$ cat src/design/tssm_fifo.sv
`timescale 1ns / 1ps
module tssm_fifo #(
    parameter int WIDTH = 8,
    parameter int DEPTH = 2
) (
    input  logic             i_clk,
    input  logic             i_rst_n,
    input  logic             i_push,
    input  logic [WIDTH-1:0] i_data,
    output logic             o_full,
    input  logic             i_pop,
    output logic             o_valid,
    output logic [WIDTH-1:0] o_data
);

    localparam int PW = (DEPTH > 1) ? $clog2(DEPTH) : 1;
    localparam int CW = $clog2(DEPTH + 1);

    logic [WIDTH-1:0] r_buf [DEPTH];
    logic [PW-1:0]    r_wptr, n_wptr;
    logic [PW-1:0]    r_rptr, n_rptr;
    logic [CW-1:0]    r_cnt, n_cnt;

    always_comb begin
        n_wptr = r_wptr;
        n_rptr = r_rptr;
        n_cnt  = r_cnt;
        if (i_push) begin
            n_wptr = (r_wptr == PW'(DEPTH - 1)) ? '0 : r_wptr + PW'(1);
        end
        if (i_pop) begin
            n_rptr = (r_rptr == PW'(DEPTH - 1)) ? '0 : r_rptr + PW'(1);
        end
        if (i_push && !i_pop) begin
            n_cnt = r_cnt + CW'(1);
        end else if (!i_push && i_pop) begin
            n_cnt = r_cnt - CW'(1);
        end
    end

    always_ff @(posedge i_clk) begin
        if (!i_rst_n) begin
            r_wptr <= '0;
            r_rptr <= '0;
            r_cnt  <= '0;
        end else begin
            r_wptr <= n_wptr;
            r_rptr <= n_rptr;
            r_cnt  <= n_cnt;
        end
    end

    always_ff @(posedge i_clk) begin
        if (i_push) begin
            r_buf[r_wptr] <= i_data;
        end
    end

    assign o_full  = (r_cnt == CW'(DEPTH));
    assign o_valid = (r_cnt != '0);
    assign o_data  = r_buf[r_rptr];

    a_cnt_bound: assert property (@(posedge i_clk) disable iff (!i_rst_n)
        r_cnt <= CW'(DEPTH))
        else $error("queue count beyond depth");

    a_no_pop_empty: assert property (@(posedge i_clk) disable iff (!i_rst_n)
        i_pop |-> r_cnt != '0)
        else $error("pop from empty queue");

endmodule

$ cat config.mk
export PLATFORM = sky130hd
export DESIGN_NAME = tssm_fifo
export DESIGN_NICKNAME = d
export VERILOG_FILES = /design/src/design/tssm_fifo.sv
export SDC_FILE = /design/constraint.sdc
export NUM_CORES = 1
export LEC_CHECK = 0
export ABC_AREA = 0
export CAP_MARGIN = 20
export CORE_ASPECT_RATIO = 1.25
export CORE_MARGIN = 3
export CORE_UTILIZATION = 40
export DETAILED_ROUTE_END_ITERATION = 10
export DONT_BUFFER_PORTS = 1
export PLACE_DENSITY = 0.5
export SYNTH_ARGS = -nofsm -noshare
export SYNTH_HDL_FRONTEND = slang
export SYNTH_SLANG_ARGS = --single-unit
$ cat constraint.sdc
create_clock -name i_clk -period 1.35 [get_ports i_clk]
set_input_delay 0.0675 -clock i_clk [delete_from_list [all_inputs] [get_ports i_clk]]
set_output_delay 0.0675 -clock i_clk [all_outputs]
set_load 0.005 [all_outputs]
==> flow_metrics.tcl <==
set metrics [dict create \
    syn-num-nets 60 \
    overflow 0 \
    setup.worst_path.start_class "flop" \
    synth_flop_cell "edfxtp_1" \
    leakagePower_nw 0.351 \
    clk_latency_ns 0.30 \
    critPathKind "reg2out" \
    wl_um 1270 \
    crit_family "flip-flops" \
    crit_fanout 8 \
    worst_pin_slew_ns 0.376 \
    switchingPower_w 0.000260 \
    cts.clk_slew.worst_paths_ns 0.11 \
    cp_cell_sequence "mux2_2" \
    drtPass1Iterations 4 \
    synth_most_common_cell "edfxtp_1" \
    yosys-top-cells-area "edfxtp_1 60%, dfxtp_1 13%, mux2_2 11%, and2_1 3.1%, xor2_1 2.2%" \
    tns_ns 0 \
    cp_num_buf_inv 0 \
    viasPerCell 5.10 \
    grt_pass1_wl_um 1960 \
    die_h_um 55.9 \
    fin_crit_sh_pct 87.6 \
    io_buffer_count 0 \
    max-cap-violations 0 \
    final_area_um2 960 \
    max_stage_delay_ns 0.44 \
    rows 17 \
    area_growth_pct 20.4 \
    drv_slew 0 \
    min_path_type "in2reg" \
    synth_common_cells "16 x edfxtp_1, 8 x mux2_2, 5 x dfxtp_1, 4 x and2_1" \
    ctsHtreeMaxLevel 1 \
    antenna_found_initial 0 \
    netlist_area_um2 797 \
    postSynthCellCount 47 \
    wl_per_cell_um 15.6 \
    n_antenna_cell 0 \
    cts-buffers-inserted 3 \
    postCtsSetupBuffers 0 \
    gp_congestion 0.713 \
    period_minus_slack_ns 1.18 \
    grt_start_max_net_pins 13 \
    nNetsFinal 76 \
    fmax_mhz 845 \
    via_count 413 \
    cts_tree "done" \
    final_core_util_pct 52.5 \
    synth.distinct_cells 16 \
    ys_seq_area_share_pct 72.8 \
    fp.dieArea_um2 2570 \
    intPower_w 0.000933 \
    ys.warnings.count 0 \
    slew_headroom_pct 74.9 \
    max-clock-path-buffers 2 \
    core_um2 1830 \
    track_usage_pct 11.1 \
    cp-end-kind "output pin" \
    die_w_um 45.9 \
    drc 0 \
    io-pin-count 22 \
    start_util_pct 43.6 \
    required_ns 1.28 \
    p_seq_share_pct 64.2 \
    async_flop_share_pct 0 \
    critPathSlowestCell "dfxtp_2" \
    ys_ff_latch 21 \
    outcome "finished, final reports clean" \
    p_clk_share_pct 24.2 \
    rsz0062_at_grt "no" \
    power.density_nw_per_um2 1240 \
    finalSetupViolCount 0 \
    vdd.ir_drop.worst_uv 634 \
    ff2ff_setup_slack_ns 0.29 \
    cts-root-buf "clkbuf_4" \
    critPathArrivalTime_ns 1.12 \
    placed_area_um2 831 \
    synth_edf_count 16 \
    synth.largest_area_cell "edfxtp_1" \
    fin_skew_ns 0.00380 \
    drive_gt1_share_pct 27.4 \
    clock-sinks 21 \
    avgSynthCellArea_um2 17.0 \
    ant_nets 0 \
    hold_viol 0 \
    yosysTopAreaCellShare_pct 60.3 \
    switching_share_pct 21.8 \
    first_global_vias 459 \
    dp_hpwl_um 935 \
    drt_iter0_drc 1 \
    p_comb_share_pct 11.6 \
]
logic make-up after synthesis:
kind of cell / synth area share (%)
AO/OA/AOI/OAI: 2.51
XOR/XNOR: 3.30
adder cells (fa/ha/maj): 1.57
buffers and inverters: 1.10
flip-flops: 72.8
multiplexers: 11.3
AND/OR/NAND/NOR: 7.38
stage by stage:
stage / instances / worst slack [ns] / power (W) / hold WS (ns)
after floorplan: 47 / 0.246 / 0.000865 / 0.166
after global placement: 67 / 0.333 / 0.000886 / 0.166
after detailed placement: 67 / 0.308 / 0.000895 / 0.166
after CTS: 81 / 0.0119 / 0.00121 / 0.00298
after global routing: 81 / 0.0920 / 0.00127 / 0.00284
final: 81 / 0.167 / 0.00119 / 0.0259
final timing paths:
kind,endpoint,from,depth (start not counted)
worst max register to register,r_buf[1][2],r_wptr,1
worst min-delay path,r_rptr,i_pop,2
worst min register to register,r_cnt[1],r_cnt[1],2
worst max-delay path,o_data[3],flop,1
repair_timing:
action | 4_1_cts | 5_1_grt
resized for setup | 0 | 1
setup endpoints to repair | 0 | 8
hold buffers | 10 | 0
hold endpoints to repair | 21 | 0
power by group through the flow:
stage	sequential, W	combinational (W)	clock (W)
6_report	0.000766	0.000139	0.000289
5_1_grt	0.000773	0.000152	0.000346
4_1_cts	0.000766	0.000142	0.000306
3_5_place_dp	0.000781	0.000114	0
3_3_place_gp	0.000777	0.000108	0
2_1_floorplan	0.000766	0.0000986	0
registers in the layout (all words and copies together), names as in the netlist, named ones only:
signal  flops
r_cnt       2
r_buf      16
r_wptr      1
r_rptr      1
metal layers:
metal	GRT usage [%]	part of all wire [%]	up-vias
met1	9.79	31	200
met3	2.91	6.2	0
met5	0	0	-
met4	6.10	0	0
li1	-	-	200
met2	20.7	62	13
final cells by class:
cell class,instances,area (um^2)
Inverter,1,3.75
Sequential cell,21,582
Clock buffer,3,22.5
Timing Repair Buffer,12,115
Tap cell,19,23.8
Fill cell,150,870
Clock inverter,1,5.00
Multi-Input combinational cell,24,208
layout by cell type (no fill, tap or decap), types with 2 or more instances in the layout:
cell type,count
mux2_2,8
buf_4,2
dlygate4sd3_1,10
dfxtp_1,4
xor2_1,2
and2_1,4
edfxtp_1,16
clkbuf_4,3
nor2b_1,2
No activity file was read; power rests on OpenSTA's default activity.
