### config.mk
export PLATFORM = sky130hd
export DESIGN_NAME = tssm_front
export DESIGN_NICKNAME = d
export VERILOG_FILES = /design/src/design/tssm_pkg.sv /design/src/design/tssm_front.sv
export SDC_FILE = /design/constraint.sdc
export NUM_CORES = 1
export LEC_CHECK = 0
export BUFFER_PORTS_ARGS = -buffer_cell sky130_fd_sc_hd__buf_4
export CAP_MARGIN = 10
export CORE_MARGIN = 8
export CORE_UTILIZATION = 51
export DETAILED_ROUTE_END_ITERATION = 10
export GPL_ROUTABILITY_DRIVEN = 0
export GPL_TIMING_DRIVEN = 1
export PLACE_DENSITY = 0.76
export SLEW_MARGIN = 15
export SYNTH_ARGS = -nofsm -noshare
export SYNTH_HDL_FRONTEND = slang
export SYNTH_SLANG_ARGS = --single-unit
export TNS_END_PERCENT = 1
### constraint.sdc
create_clock -name i_clk -period 15.4 [get_ports i_clk]
set_input_delay 3.08 -clock i_clk [delete_from_list [all_inputs] [get_ports i_clk]]
set_output_delay 3.08 -clock i_clk [all_outputs]
set_load 0.05 [all_outputs]
### src/design/tssm_pkg.sv
`timescale 1ns / 1ps
package tssm_pkg;

    localparam int CAP_W     = 11;
    localparam int CAP_RESET = 1024;
    localparam int VAL_W     = 32;

    localparam logic [2:0] OP_PUSH_A = 3'd0;
    localparam logic [2:0] OP_PUSH_B = 3'd1;
    localparam logic [2:0] OP_POP_A  = 3'd2;
    localparam logic [2:0] OP_POP_B  = 3'd3;
    localparam logic [2:0] OP_PEEK_A = 3'd4;
    localparam logic [2:0] OP_PEEK_B = 3'd5;

    localparam logic [1:0] ST_OK        = 2'd0;
    localparam logic [1:0] ST_OVERFLOW  = 2'd1;
    localparam logic [1:0] ST_UNDERFLOW = 2'd2;

    typedef struct packed {
        logic [2:0]              opcode;
        logic signed [VAL_W-1:0] push_value;
    } t_in_item;

    typedef struct packed {
        logic [1:0]              status;
        logic signed [VAL_W-1:0] top_value;
    } t_out_item;

    typedef struct packed {
        logic [1:0] status;
        logic       rd;
        logic       wr;
    } t_q_ctl;

endpackage

### src/design/tssm_front.sv
`timescale 1ns / 1ps
module tssm_front
    import tssm_pkg::*;
#(
    parameter int DEPTH      = 1024,
    parameter int DATA_WIDTH = 32
) (
    input  logic                     i_clk,
    input  logic                     i_rst_n,
    input  logic                     i_cfg_we,
    input  logic [CAP_W-1:0]         i_cfg_data,
    input  logic                     i_push,
    input  t_in_item                 i_item,
    output t_q_ctl                   o_ctl,
    output logic [$clog2(DEPTH)-1:0] o_addr,
    output logic [DATA_WIDTH-1:0]    o_data
);

    localparam int AW = $clog2(DEPTH);
    localparam int CW = $clog2(DEPTH + 1);
    localparam int EW = (CW > CAP_W) ? CW : CAP_W;

    logic [CAP_W-1:0] r_cap;
    logic [CW-1:0]    r_first, n_first;
    logic [CW-1:0]    r_second, n_second;
    logic [EW-1:0]    w_cap_ext;
    logic [CW-1:0]    w_eff;
    logic [CW:0]      w_sum;
    logic             w_full;

    assign w_cap_ext = EW'(r_cap);
    assign w_eff     = (w_cap_ext > EW'(DEPTH)) ? CW'(DEPTH) : CW'(w_cap_ext);
    assign w_sum     = (CW + 1)'(r_first) + (CW + 1)'(r_second);
    assign w_full    = (w_sum >= (CW + 1)'(w_eff));
    assign o_data    = DATA_WIDTH'($unsigned(i_item.push_value));

    always_comb begin
        n_first      = r_first;
        n_second     = r_second;
        o_ctl.status = ST_OK;
        o_ctl.rd     = 1'b0;
        o_ctl.wr     = 1'b0;
        o_addr       = '0;
        unique case (i_item.opcode)
            OP_PUSH_A: begin
                if (w_full) begin
                    o_ctl.status = ST_OVERFLOW;
                end else begin
                    o_ctl.wr = 1'b1;
                    o_addr   = AW'(r_first);
                    n_first  = r_first + CW'(1);
                end
            end
            OP_PUSH_B: begin
                if (w_full) begin
                    o_ctl.status = ST_OVERFLOW;
                end else begin
                    o_ctl.wr = 1'b1;
                    o_addr   = AW'(w_eff - r_second - CW'(1));
                    n_second = r_second + CW'(1);
                end
            end
            OP_POP_A, OP_PEEK_A: begin
                if (r_first == '0) begin
                    o_ctl.status = ST_UNDERFLOW;
                end else begin
                    o_ctl.rd = 1'b1;
                    o_addr   = AW'(r_first - CW'(1));
                    if (i_item.opcode == OP_POP_A) begin
                        n_first = r_first - CW'(1);
                    end
                end
            end
            OP_POP_B, OP_PEEK_B: begin
                if (r_second == '0 || r_second > w_eff) begin
                    o_ctl.status = ST_UNDERFLOW;
                end else begin
                    o_ctl.rd = 1'b1;
                    o_addr   = AW'(w_eff - r_second);
                    if (i_item.opcode == OP_POP_B) begin
                        n_second = r_second - CW'(1);
                    end
                end
            end
            default: begin
            end
        endcase
    end

    always_ff @(posedge i_clk) begin
        if (!i_rst_n) begin
            r_cap    <= CAP_W'(CAP_RESET);
            r_first  <= '0;
            r_second <= '0;
        end else if (i_cfg_we) begin
            r_cap    <= i_cfg_data;
            r_first  <= '0;
            r_second <= '0;
        end else if (i_push) begin
            r_first  <= n_first;
            r_second <= n_second;
        end
    end

    a_stacks_fit: assert property (@(posedge i_clk) disable iff (!i_rst_n)
        w_sum <= (CW + 1)'(w_eff))
        else $error("stacks overlap");

endmodule

==> metrics.txt, run 1 <==
Vias 3,817; async set or reset register ratio after synthesis 0%; Final Cycle Share 54.9%; TritonRoute pass-1 iters 5; status completed; initial antenna violation count 0; Max Slew Vio Count 0; WP data required 12.32 ns; CTS tree built; Netlist cell types 63; crit end category output pin; Tot GR Track Use 19.2%; worst r2r path cells 19; Hold WC Path Type flop to flop; Worst R2R Setup Slack 10.23 ns; final non-filler cell total 624; Final Hold Viols 0; clk_lat worst skew 0.29 ns; minimum clock period after layout 8.46 ns; max-cap violation count 0; skew final 0.00424 ns; Initial Utilization 51.6%; Setup CP Type flop to output pin; Cell Chain, Critical Path ha_1 > inv_1 > fa_1 > nor2b_1 > o21ai_0 > nand2b_1 > a21o_1 > a21oi_1 > o21a_1 > o311ai_0 > ha_1 > and4_1 > a2111oi_0 > and3b_1 > a22o_1 > o31a_1 > and3_1 > a22oi_1 > o311ai_0 > buf_4; ANT cells 0; Post-DP HPWL 8610 µm; post-synth top area share 16.9%; Area contributors post-synth ha_1 17%, dfxtp_1 16%, buf_4 6.0%, xnor2_1 4.9%, mux2i_1 4.8%; GRT overflow 0; register area share after synthesis 15.9%; PwrDens 62.0 nW/µm²; Seq cells post-synth 33; CTS Hold Bufs 0; H-tree levels 2; Tightest Pin Transition 0.930 ns; cells after synthesis 532; Slew headroom 37.2%; layout cells sized above 1 10.0%; nets@finish 627; ANT nets after route 0; worst r2r dst r_second[7]; Levels on crit path 20; synthesized area 4150 µm²; die area 11,300 µm²; # IOs 96; Post-synth EDFFs 0; Synth warnings 0; setup TNS 0 ns; Crit-path slowest cell dfxtp_1; Worst EP arrival 5.38 ns; Worst setup startpoint r_first[0]; Slowest Stage Delay on Critical Path 0.53 ns; Leakage Power 1.98 nW; Horiz. Die Dim 106 µm; CTS resizes 0; number of buffers added on ports 31; Placed Cells 616; WL per Instance 17.4 µm; number of vias per cell 6.12; core area 8050 µm²; cell row count 33; Detailed Route WL 10,800 µm; Reg2Reg Launch Point r_first[0]; Max Clk Rate 0.118 GHz; TritonCTS Buffers 5; cell family with the largest share of critical-path delay compound AO/OA/AOI/OAI gates; Clock Pin Slew Worst Setup and Hold Paths 0.08 ns; DRC viols 0; cell accounting for the most synthesized area ha_1; Syn Nets 641; peak supply drop 51.1 µV; global-route wire length before repair 18,100 µm; critical path endpoint o_addr[7]; Synth Flop Type dfxtp_1; CTS root buf clkbuf_8; critical path fanouts, max 9; setup bufs post-CTS 0; Crit path buffers/inverters 2; pin count of the biggest net entering global routing 21; vias in the first global route 3,698; unrepaired setup endpoints after global routing false; Area Overhead vs Synth 3.40%; Clock Sink Count 33; initial detailed-routing violation count 211; crit path launch type flop; Syn Area/Cell 7.81 µm²; Die Y 106 µm; clock tree buffer depth 2; Setup violations, final 0
power by group:
group	switching [mW]	total, mW	internal (mW)
sequential	0.00207	0.0895	0.0875
clock	0.0386	0.0871	0.0485
combinational	0.0553	0.0897	0.0344
total	0.0960	0.266	0.170
state kept, by name, indices dropped and copies added (netlist names):
signal / flops
r_first: 11
r_cap: 11
r_second: 11
placed cells by master (no fill, tap or decap), types with 3 or more instances in the layout:
cell,netlist,final
a2111oi_0,3,3
a211oi_1,6,6
a21o_1,6,6
a21oi_1,34,34
a221o_1,3,3
a22oi_1,4,4
a31o_2,3,3
a31oi_1,6,6
and2_1,5,5
and3_1,7,7
and4_1,3,3
buf_4,33,31
clkbuf_8,0,5
dfxtp_1,33,33
fa_1,3,3
ha_1,56,56
inv_1,40,40
mux2i_1,20,20
nand2_1,33,33
nand2b_1,6,6
nand3_1,9,9
nand3b_1,3,3
nor2_1,33,33
nor2b_1,15,15
nor3_1,13,13
nor4_1,7,7
o211ai_1,3,3
o21ai_0,25,25
o21ai_1,7,7
o21bai_1,4,4
o311ai_0,5,5
o31ai_1,3,3
or3_1,12,12
xnor2_1,23,23
xor2_1,12,12
Yosys cell counts, types with 9 or more instances:
library cell  count
mux2i_1          20
nor2_1           33
nor3_1           13
dfxtp_1          33
buf_4            33
xnor2_1          23
nand2_1          33
nand3_1           9
xor2_1           12
a21oi_1          34
o21ai_0          25
inv_1            40
nor2b_1          15
or3_1            12
clkbuf_1         12
ha_1             56
area by class of cell:
| cell class | count | area [µm²] |
|---|---|---|
| fillers | 787 | 3760 |
| multi-input cells | 407 | 3000 |
| flip-flops and latches | 33 | 661 |
| repair buffers | 31 | 233 |
| inverters | 40 | 150 |
| well taps | 105 | 131 |
| clock buffers | 5 | 68.8 |
| clock inverters | 3 | 46.3 |
worst register-to-register path: cells and delay by family, from the launching register on:
| kind | cells | cell delay, ns |
|---|---|---|
| DFF | 1 | 0.53 |
| muxes | 1 | 0.39 |
| and+or+nand+nor | 5 | 0.74 |
| buffers and inverters | 1 | 0.06 |
| AOI/OAI and AO/OA | 9 | 2.38 |
| adders and majority gates | 3 | 0.99 |
worst min path at each step:
| stage | slack [ns] | from | to | depth (start not counted) |
|---|---|---|---|---|
| final | 0.52 | r_first[10] | r_first[10] | 2 |
| after detailed placement | 0.51 | r_cap[3] | r_cap[3] | 2 |
| after global routing | 0.55 | r_cap[7] | r_cap[7] | 2 |
| after global placement | 0.50 | r_cap[8] | r_cap[8] | 2 |
| after CTS | 0.53 | r_cap[3] | r_cap[3] | 2 |
| after floorplan | 0.48 | r_first[10] | r_first[10] | 2 |
routing by layer:
metal,global-route usage (%),part of all wire [%],routed length (µm)
met3,3.93,7.3,791
met2,30.7,46,4990
met5,0,0,0
met1,24.7,44,4740
met4,7.44,2.9,317
stage by stage:
stage / area (µm²) / total power, mW / hold slack (ns) / util (%) / worst slack, ns
final: 4290 / 0.266 / 0.523 / 53.3 / 6.94
after CTS: 4290 / 0.266 / 0.528 / 53.3 / 6.99
after global routing: 4290 / 0.279 / 0.546 / 53.3 / 6.45
after detailed placement: 4180 / 0.180 / 0.508 / 51.9 / 7.30
after global placement: 4180 / 0.178 / 0.500 / 51.9 / 7.37
after floorplan: 4150 / 0.181 / 0.475 / - / 6.24
cells by family (layout without fill, tap and decap cells):
group,Yosys count,count (layout),share of synthesized area (%)
and+or+nand+nor,158,158,20.0
xor gates and xnor gates,35,35,7.38
DFF,33,33,15.9
buffers and inverters,92,79,11.8
AOI/OAI and AO/OA,133,133,21.3
muxes,22,22,5.36
adders and majority gates,59,59,18.3
Note: power is estimated with default switching activity, not from simulation.
==> inputs of run 2 (changes only) <==
Settings changed: ABC_AREA set to 1, PLACE_DENSITY 0.76 to 0.78.
Clock period 15.4 ns to 7.7 ns, I/O delays scaled along.
==> metrics.txt, run 2 <==
Worst EP arrival 3.91 ns; CP most frequent cell nand2_1; Post-DP HPWL 9870 µm; initial detailed-routing violation count 240; Hold WC Path Type flop to flop; setup bufs post-CTS 0; Levels on crit path 20; async set or reset register ratio after synthesis 0%; H-tree levels 2; clk_lat worst skew 0.29 ns; Placed Cells 818; number of buffers added on ports 31; Slew headroom 36.4%; Place WS 2.59 ns; commonest non-fill, non-tap cell in the layout nand2_1; minimum clock period after layout 5.45 ns; cell accounting for the most synthesized area ha_1; Setup CP Type flop to output pin; PwrDens 126 nW/µm²; TritonCTS Buffers 5; Tot GR Track Use 18.6%; cell family with the largest share of critical-path delay simple AND/OR/NAND/NOR gates; pin count of the biggest net entering global routing 21; layout cells sized above 1 10.6%; Slowest Stage Delay on Critical Path 0.52 ns; Synth top cells by count 173 x nand2_1, 85 x nor2_1, 83 x inv_1, 56 x ha_1, 46 x a21oi_1; global-route wire length before repair 19,600 µm; Leakage Power 2.40 nW; Die Y 111 µm; number of vias per cell 5.46; Tightest Pin Transition 0.954 ns; Seq cells post-synth 33; most frequent cell after synthesis nand2_1; Netlist cell types 41; CTS Hold Bufs 0; critical path fanouts, max 8; peak supply drop 69.7 µV; Horiz. Die Dim 111 µm; crit end category output pin; Vias 4,510; initial antenna violation count 0; Synth Flop Type dfxtp_1; WP data required 6.16 ns; Post-synth EDFFs 0; Clock Sink Count 33; GRT overflow 0; post-synth top area share 15.1%; cell row count 34; Crit-path slowest cell dfxtp_1; Initial Utilization 52.8%; Final Cycle Share 70.8%; core area 8760 µm²; CTS resizes 0; max-cap violation count 0; clock tree buffer depth 2; Crit path buffers/inverters 3; Synth warnings 0; # IOs 96; Clock Pin Slew Worst Setup and Hold Paths 0.07 ns; Syn Nets 835; worst hold stages 2; final non-filler cell total 826; register area share after synthesis 14.3%; worst r2r path cells 20; Syn Area/Cell 6.37 µm²; setup TNS 0 ns; TritonRoute pass-1 iters 4; Final Hold Viols 0; ANT nets after route 0; Detailed Route WL 12,100 µm; cells after synthesis 726; status completed; Worst R2R Setup Slack 3.98 ns; Max Clk Rate 0.183 GHz; die area 12,400 µm²; WL per Instance 14.6 µm; Setup violations, final 0; skew final 0.00497 ns; nets@finish 826; commonest non-fill, non-tap cells in the layout 173 x nand2_1, 85 x nor2_1, 83 x inv_1; vias in the first global route 4,242; CTS root buf clkbuf_8; Area Overhead vs Synth 2.25%; crit path launch type flop; Pwr Total 0.598 mW; setup ws final 2.25 ns; Max Slew Vio Count 0; Cell Chain, Critical Path ha_1 > inv_1 > fa_1 > nor4_1 > nor2_1 > o21ai_1 > nand2_1 > a21boi_1 > nor2_1 > nand2_1 > nand2_1 > ha_1 > inv_1 > nor2_1 > nor3_2 > nand2_4 > nor3_4 > nand2_1 > nand3b_1 > buf_4; DRC viols 0; unrepaired setup endpoints after global routing false; CTS tree built; Largest regs r_cap: 11 flops, r_first: 11 flops, r_second: 11 flops; ANT cells 0; synthesized area 4630 µm²; Area contributors post-synth ha_1 15%, dfxtp_1 14%, nand2_1 14%, nor2_1 6.9%, inv_1 6.7%
==> run 2: cell types whose count changed in the layout (fill, tap and decap cells not counted), moves of 15 or more <==
cell	before	now
nand2_1	33	173
nor2b_1	15	0
mux2i_1	20	0
nor2_1	33	85
nand3_1	9	41
inv_1	40	83
==> run 2: power by group <==
part           internal [mW]  switching [mW]
Clock                 0.0626          0.0641
Combinational         0.0968           0.188
Sequential             0.177         0.00876
==> run 2: worst paths after layout <==
kind,to,start
worst min register to register,r_cap[5],r_cap[5]
worst min-delay path,r_cap[5],r_cap[5]
worst max-delay path,o_addr[5],r_first[0]
worst max register to register,r_second[8],r_first[0]
==> run 2: worst register-to-register path, stage by stage (launching register included) <==
cell and delay [ns]:
dfxtp_1 0.52, ha_1 0.23, inv_1 0.06, fa_1 0.41
nor4_1 0.29, nor2_1 0.11, o21ai_1 0.20, nand2_1 0.08
a21boi_1 0.17, nor2_1 0.06, nand2_1 0.06, nand2_1 0.05
ha_1 0.29, inv_1 0.06, nor2_1 0.04, nor3_2 0.22
nand2_4 0.14, nand2_2 0.34, nand3_1 0.17, nand2_1 0.10
nor2_1 0.04
==> run 2: cells by family (layout without fill, tap and decap cells) <==
logic type | Yosys count | in the layout | synth area share (%)
compound gates | 99 | 99 | 11.6
simple gates | 359 | 359 | 35.4
buf+inv | 139 | 131 | 15.0
fa+ha+maj | 59 | 59 | 16.4
xor+xnor | 37 | 37 | 7.17
flops | 33 | 33 | 14.3
==> run 2: layout make-up <==
class,instances,area [µm²]
Inverter,91,342
Tap cell,108,135
Fill cell,857,4030
Timing Repair Buffer,32,240
Clock buffer,6,72.6
Sequential cell,33,661
Clock inverter,2,10.0
Multi-Input combinational cell,554,3270
==> run 2: metal layers <==
layer,track usage [%],wire length [µm],up-vias
li1,-,-,2304
met1,21.6,5150,2015
met2,31.9,5750,162
met3,3.30,878,29
met4,9.33,318,0
met5,0,0,-
==> run 2: through the flow <==
step                hold slack, ns  area, µm²  utilization [%]
floorplan                    0.454       4630                -
global placement             0.489       4650             53.0
detailed placement           0.491       4650             53.0
CTS                          0.502       4730             54.0
global route                 0.536       4730             54.0
finish                       0.507       4730             54.0
